`src/sspq_pkg.sv`:
```
// ----------------------------------------------------------------------------
// sspq_pkg
// Types and constants shared by the stable sorted priority queue modules.
// ----------------------------------------------------------------------------
package sspq_pkg;

    // Queue size, field widths and the occupancy width that follows from the size
    localparam int QUEUE_DEPTH = 16;
    localparam int PRIO_BITS   = 8;
    localparam int TAG_BITS    = 16;
    localparam int OCC_BITS    = $clog2(QUEUE_DEPTH + 1);

    // Operation codes
    localparam logic OP_PUSH = 1'b0;
    localparam logic OP_POP  = 1'b1;

    // One stored entry
    typedef struct packed {
        logic [PRIO_BITS-1:0] prio;
        logic [TAG_BITS-1:0]  tag;
    } slot_t;

    // Input request
    typedef struct packed {
        logic                 op;
        logic [PRIO_BITS-1:0] prio;
        logic [TAG_BITS-1:0]  tag;
    } req_t;

    // Result
    typedef struct packed {
        logic                 head_valid;
        logic [PRIO_BITS-1:0] head_prio;
        logic [TAG_BITS-1:0]  head_tag;
        logic [OCC_BITS-1:0]  occupancy;
        logic                 refused;
    } rsp_t;

    // Broadcast control for every cell of the chain
    typedef struct packed {
        logic  push;
        logic  pop;
        slot_t new_slot;
    } cell_ctrl_t;

endpackage

```
`src/stable_sorted_priority_queue_top.sv`:
```
// Stable sorted priority queue, built as a chain of slot cells.
// Output: the result of a request is in the output register in the cycle
// after the request is accepted. Throughput: one request per cycle while the
// output is not stalled; each cell compares against the new priority in
// parallel and shifts at most one position, in the same cycle.
// Reset: synchronous, active low; the queue empties and no result is pending.
// ----------------------------------------------------------------------------
// stable_sorted_priority_queue_top
// Push keeps descending priority order with FIFO order among equal
// priorities; pop removes the head. One result per request.
// ----------------------------------------------------------------------------
module stable_sorted_priority_queue_top (
    input  logic            aclk,
    input  logic            aresetn,
    input  logic            s_valid,
    output logic            s_ready,
    input  sspq_pkg::req_t  s_data,
    output logic            m_valid,
    input  logic            m_ready,
    output sspq_pkg::rsp_t  m_data
);
    import sspq_pkg::*;

    localparam int CNT_W = OCC_BITS;

    slot_t                slot_q    [QUEUE_DEPTH];
    slot_t                slot_n    [QUEUE_DEPTH];
    logic [QUEUE_DEPTH-1:0] used_q;
    logic [QUEUE_DEPTH-1:0] used_n;
    logic [QUEUE_DEPTH-1:0] ins_vec;

    cell_ctrl_t           ctrl;
    logic                 accept;
    logic                 full;
    logic                 empty;
    logic                 refused;
    logic [CNT_W-1:0]     cnt_reg;
    logic [CNT_W-1:0]     cnt_next;
    rsp_t                 rsp;
    rsp_t                 m_data_reg;
    logic                 m_valid_reg;

    assign full   = used_q[QUEUE_DEPTH-1];
    assign empty  = !used_q[0];
    assign s_ready = !m_valid_reg || m_ready;
    assign accept = s_valid && s_ready;

    // Gate the operation: drop a push when full, ignore a pop when empty
    always_comb begin
        ctrl.push          = accept && (s_data.op == OP_PUSH) && !full;
        ctrl.pop           = accept && (s_data.op == OP_POP) && !empty;
        ctrl.new_slot.prio = s_data.prio;
        ctrl.new_slot.tag  = s_data.tag;
        refused = (s_data.op == OP_PUSH) ? full : empty;
    end

    // Build the cell chain
    for (genvar i = 0; i < QUEUE_DEPTH; i++) begin : g_cell
        slot_t prev_slot;
        logic  prev_used;
        logic  prev_ins;
        slot_t next_slot;
        logic  next_used;

        if (i == 0) begin : g_first
            assign prev_slot = ctrl.new_slot;
            assign prev_used = 1'b1;
            assign prev_ins  = 1'b0;
        end else begin : g_inner_prev
            assign prev_slot = slot_q[i-1];
            assign prev_used = used_q[i-1];
            assign prev_ins  = ins_vec[i-1];
        end

        if (i == QUEUE_DEPTH - 1) begin : g_last
            assign next_slot = '0;
            assign next_used = 1'b0;
        end else begin : g_inner_next
            assign next_slot = slot_q[i+1];
            assign next_used = used_q[i+1];
        end

        sspq_cell u_cell (
            .aclk        (aclk),
            .aresetn     (aresetn),
            .ctrl        (ctrl),
            .prev_slot   (prev_slot),
            .prev_used   (prev_used),
            .prev_ins    (prev_ins),
            .next_slot   (next_slot),
            .next_used   (next_used),
            .slot        (slot_q[i]),
            .slot_next_o (slot_n[i]),
            .used        (used_q[i]),
            .used_next_o (used_n[i]),
            .ins         (ins_vec[i])
        );
    end

    // Advance the entry count
    always_comb begin
        cnt_next = cnt_reg;
        if (ctrl.push) begin
            cnt_next = cnt_reg + CNT_W'(1);
        end else if (ctrl.pop) begin
            cnt_next = cnt_reg - CNT_W'(1);
        end
    end

    // Form the result from the post-operation head
    always_comb begin
        rsp.head_valid = used_n[0];
        rsp.head_prio  = used_n[0] ? slot_n[0].prio : '0;
        rsp.head_tag   = used_n[0] ? slot_n[0].tag : '0;
        rsp.occupancy  = cnt_next;
        rsp.refused    = refused;
    end

    // Hold count and output register
    always_ff @(posedge aclk) begin
        if (accept) begin
            m_data_reg <= rsp;
        end
        if (!aresetn) begin
            cnt_reg     <= '0;
            m_valid_reg <= 1'b0;
        end else begin
            cnt_reg <= cnt_next;
            if (accept) begin
                m_valid_reg <= 1'b1;
            end else if (m_ready) begin
                m_valid_reg <= 1'b0;
            end
        end
    end

    assign m_valid = m_valid_reg;
    assign m_data  = m_data_reg;

`ifndef SYNTHESIS
    // Used bits are exactly the count
    a_used_count: assert property (@(posedge aclk) disable iff (!aresetn)
        $countones(used_q) == int'(cnt_reg))
        else $error("used bits disagree with entry count");

    // Head is never below the second entry
    a_head_order: assert property (@(posedge aclk) disable iff (!aresetn)
        used_q[1] |-> (slot_q[0].prio >= slot_q[1].prio))
        else $error("queue head out of order");

    // A push into a full queue is refused and leaves the count alone
    a_full_push: assert property (@(posedge aclk) disable iff (!aresetn)
        (accept && (s_data.op == OP_PUSH) && full)
        |=> (m_data_reg.refused && $stable(cnt_reg)))
        else $error("push into full queue not refused");

    // A pop on a nonempty queue drops the count by one
    a_pop_count: assert property (@(posedge aclk) disable iff (!aresetn)
        (accept && (s_data.op == OP_POP) && !empty)
        |=> (cnt_reg == $past(cnt_reg) - CNT_W'(1)))
        else $error("pop did not reduce count");
`endif

endmodule

```
`src/sspq_cell.sv`:
```
// ----------------------------------------------------------------------------
// sspq_cell
// One slot of the sorted chain: holds an entry and a used bit, shifts toward
// the tail on an insert ahead of it and toward the head on a pop.
// ----------------------------------------------------------------------------
module sspq_cell (
    input  logic                aclk,
    input  logic                aresetn,
    input  sspq_pkg::cell_ctrl_t ctrl,
    input  sspq_pkg::slot_t     prev_slot,
    input  logic                prev_used,
    input  logic                prev_ins,
    input  sspq_pkg::slot_t     next_slot,
    input  logic                next_used,
    output sspq_pkg::slot_t     slot,
    output sspq_pkg::slot_t     slot_next_o,
    output logic                used,
    output logic                used_next_o,
    output logic                ins
);
    import sspq_pkg::*;

    slot_t slot_reg;
    slot_t slot_next;
    logic  used_reg;
    logic  used_next;

    // The new entry belongs here or above when this slot is free or lower
    assign ins = !used_reg || (slot_reg.prio < ctrl.new_slot.prio);

    // Select the next slot contents
    always_comb begin
        slot_next = slot_reg;
        used_next = used_reg;
        if (ctrl.push) begin
            used_next = used_reg | prev_used;
            if (ins) begin
                slot_next = prev_ins ? prev_slot : ctrl.new_slot;
            end
        end else if (ctrl.pop) begin
            slot_next = next_slot;
            used_next = next_used;
        end
    end

    // Hold payload, reset the used bit
    always_ff @(posedge aclk) begin
        slot_reg <= slot_next;
        if (!aresetn) begin
            used_reg <= 1'b0;
        end else begin
            used_reg <= used_next;
        end
    end

    assign slot        = slot_reg;
    assign slot_next_o = slot_next;
    assign used        = used_reg;
    assign used_next_o = used_next;

endmodule

```
`config.mk`:
```
export PLATFORM = sky130hd
export DESIGN_NAME = stable_sorted_priority_queue_top
export DESIGN_NICKNAME = d
export VERILOG_FILES = /design/src/sspq_pkg.sv /design/src/stable_sorted_priority_queue_top.sv /design/src/sspq_cell.sv
export SDC_FILE = /design/constraint.sdc
export NUM_CORES = 1
export LEC_CHECK = 0
export BUFFER_PORTS_ARGS = -buffer_cell sky130_fd_sc_hd__buf_2
export CAP_MARGIN = 20
export CORE_MARGIN = 4
export CORE_UTILIZATION = 35
export DETAILED_ROUTE_END_ITERATION = 12
export SLEW_MARGIN = 10
export SYNTH_ARGS = -nofsm -noshare
export SYNTH_HDL_FRONTEND = slang
export SYNTH_SLANG_ARGS = --single-unit
export TNS_END_PERCENT = 10
```
`constraint.sdc`:
```
create_clock -name aclk -period 4.1 [get_ports aclk]
set_input_delay 0.82 -clock aclk [delete_from_list [all_inputs] [get_ports aclk]]
set_output_delay 0.82 -clock aclk [all_outputs]
set_load 0.01 [all_outputs]
```
==> impl_results.md <==
* Status: finished clean
* First-pass GRT wire length at 93500 µm
* Final hold vios at 0
* Pwr/cell area at 439 nW/µm²
* Syn. warnings at 0
* #FFs+latches synth at 437
* Worst Path Max Fanout at 24
* Crit path cell chain: buf_2, inv_1, buf_4, ha_1, a21oi_1, o21ai_0, a22oi_4, and2_1, a221o_1
* Number of flip-flops under the largest register name at 384
* Worst R2R Path Depth at 8
* Max IR drop VDD at 0.272 mV
* Synthesized area at 22800 µm²
* Post-synthesis async set-or-reset flop share at 0%
* Root Driver: clkbuf_16
* Leak at 9.16 nW
* Number of distinct library cells after synthesis at 57
* F_max at 336 MHz
* Aggregate global-route resource usage at 16.3%
* Mean post-synth cell area at 12.0 µm²
* # Max-Cap Violations at 0
* Mapped Cells at 1900
* Slew HR at 23.3%
* Critical R2R Capture: g_cell[13].u_cell.slot[10]
* Logic pwr share at 12.3%
* Final antenna-violating net count at 0
* Wire length on met2 at 28200 µm
* Die area at 69200 µm²
* Synth-to-Final Area Change at 11.3%
* # rows at 93
* Clk pin slew, worst setup/hold paths at 60 ps
* Wire per inst at 20.8 µm
* Total Nets Final at 2044
* Initial antenna violation count at 0
* ANT cells at 0
* Hpwl dp at 41100 µm
* TritonRoute pass-1 iters at 5
* Final WL at 58300 µm
* Worst hold path stage count at 2
* CTS resizes at 0
* Vias after detailed routing at 16300
* EDFF count, synth at 391
* Met3 wire len at 3100 µm
* Clock latency on the worst-skew pair at 570 ps
* Cell Area, Placed at 23800 µm²
* Hold endpoint: g_cell[0].u_cell.slot[2]
* Vias in the first global route at 16400
* Slew Limit Fails at 0
* Setup Fix Bufs, Post-CTS at 0
* Initial core utilization at 35.3%
* Placer Congestion at 0.843
* CP max stage delay at 800 ps
* CTS Sinks at 437
* Startpoint types: input port
* Critical hold path startpoint: g_cell[0].u_cell.slot[2]
* Worst hold path type: register to register
* Main synth FF type: edfxtp_1
* WS Path Type: input port to register
* Unrepaired setup endpoints after global routing: false
* Die height at 263 µm
* Worst R2R Start: g_cell[13].u_cell.slot[22]
* Sequential Power Share at 49.6%
* Iter 0 DRT Violations at 1617
* Internal power at 8.31 mW
* CP max-delay cell: and2_1
* Final instance area at 25300 µm²
* Die W at 263 µm
* Hold Buf Count CTS at 0
* Highest Signal Layer: met4
* Post-route met1 wirelength at 25900 µm
* Total power at 11.1 mW
* Nature of the critical path endpoint: register
* Syn nets at 2036
* Port Buf Inserts at 61
* Clock share of power at 38.1%
* CP arrival at 3400 ps
* Drc violations at 0
* Seq/Total Area, Yosys at 55.6%
* Hold Worst Slack at 513 ps
* Top Ports at 62
* Worst EP required at 4530 ps
* Setup-failing EPs final at 0
* Tcrit/Tclk final at 72.6%
* Finished Core Util at 39.3%
* Reg-to-reg setup timing slack at 1420 ps
* Fin Clk Skew at 9.55 ps
* GR Overflow Total at 0
* Setup TNS at 0 ps
* Measured slew at the worst slew-check pin at 1150 ps
* Psw at 2.83 mW
* Htree depth at 2
* Core Box Area at 64500 µm²
* Largest net degree at the start of global routing at 231
* CTS Buf Count at 46
* CTS tree: built
* Vias per cell at 5.82
* Clk buf depth at 3
* Sw Ratio at 25.4%
* Tmin final at 2980 ps
* Share of cells above drive strength 1 at 14.3%
worst max-delay path by stage:
stage / start / to / slack, ps / cells past startpoint
2_1_floorplan: s_data[22] / g_cell[2].u_cell.slot[0] / 200 / 8
3_3_place_gp: s_data[17] / g_cell[1].u_cell.slot[6] / 510 / 8
3_5_place_dp: s_data[21] / g_cell[12].u_cell.slot[20] / 570 / 9
4_1_cts: s_data[21] / g_cell[12].u_cell.slot[20] / 1150 / 9
5_1_grt: s_data[21] / g_cell[12].u_cell.slot[20] / 970 / 9
6_report: s_data[21] / g_cell[12].u_cell.slot[7] / 1120 / 9
worst max-delay path: cells and delay by family:
kind                     cells  cell delay, ps
AND/OR/NAND/NOR              1             800
AO/OA/AOI/OAI                4             780
buffers and inverters        3             740
adder cells (fa/ha/maj)      1             250
metal layers:
metal / vias up / GRT usage, %
met5: - / 0
met4: 0 / 3.98
met3: 80 / 1.91
met2: 545 / 27.8
met1: 8152 / 22.4
li1: 7533 / -
power groups by stage:
stage                     clock [mW]  combinational (mW)  sequential, mW
after floorplan                    0                1.01            5.53
after global placement             0                1.31            5.60
after detailed placement           0                1.37            5.61
after CTS                       4.33                1.37            5.52
after global routing            4.51                1.51            5.56
final                           4.25                1.36            5.53
cell usage in the layout (no fill, tap or decap), types with 4 or more instances in the layout:
master | Yosys | final
ha_1 | 107 | 107
clkinv_2 | 0 | 9
nor3b_2 | 4 | 4
nor3_2 | 5 | 5
a22oi_1 | 25 | 25
clkbuf_16 | 0 | 47
o21ai_2 | 5 | 5
nor2_2 | 2 | 15
nand3_1 | 111 | 110
o221a_2 | 14 | 14
a221o_1 | 339 | 339
dfxtp_1 | 46 | 46
buf_2 | 63 | 61
bufinv_16 | 0 | 5
a21oi_1 | 23 | 23
edfxtp_1 | 391 | 391
clkbuf_1 | 61 | 10
clkinv_1 | 0 | 10
nand2b_1 | 24 | 24
nor2_1 | 414 | 400
inv_1 | 11 | 11
mux2i_1 | 24 | 24
and2_1 | 18 | 18
a22oi_4 | 7 | 7
o21ai_0 | 28 | 28
buf_12 | 2 | 5
nor3_1 | 6 | 6
buf_4 | 23 | 60
o21ai_1 | 4 | 4
a22oi_2 | 6 | 6
a21o_1 | 5 | 5
nand2_1 | 47 | 47
nor3b_1 | 10 | 10
nand2_2 | 16 | 16
and3_1 | 6 | 5
through the flow:
stage                     instances  worst slack [ps]
after global placement         2714               510
after global routing           2801               966
after detailed placement       2715               566
after CTS                      2801              1150
after floorplan                1900               201
final                          2801              1120
cell usage after synthesis, drive strengths merged (3+ instances only):
master  count  area, µm²
a21oi      23        115
dfxtp      46        921
mux2i      24        240
nor2      416       1570
ha        107       1340
o21ai      37        204
nor3b      14        125
edfxtp    391      11700
buf       106        716
nand3     111        556
nand2      63        277
and2       20        125
xor2        3       26.3
inv        13       48.8
nor3       11       80.1
and3        6       37.5
o21a        3       22.5
a22oi      38        412
o2111a      3       33.8
clkbuf     61        229
a221o     339       3390
o221a      14        158
a21o        5       37.5
nand2b     25        164
o22ai       3       25.0
kinds of logic (layout without fill, tap and decap cells):
family | Yosys count | count (layout) | share of synthesized area [%]
and+or+nand+nor | 673 | 673 | 13.1
AOI/OAI and AO/OA | 475 | 475 | 19.8
DFF | 437 | 437 | 55.6
buffers and inverters | 180 | 226 | 4.36
adders and majority gates | 107 | 107 | 5.88
muxes | 24 | 24 | 1.06
xor gates and xnor gates | 4 | 4 | 0.154
final cells by class:
cell class,count,area [µm²]
clock buffer,59,1240
sequential,437,12700
fill,6148,39100
tap,855,1070
timing repair buffer,127,871
clock inverter,27,270
multi-input combinational,1283,9180
inverter,13,48.8
(Power assumes the default switching activity.)
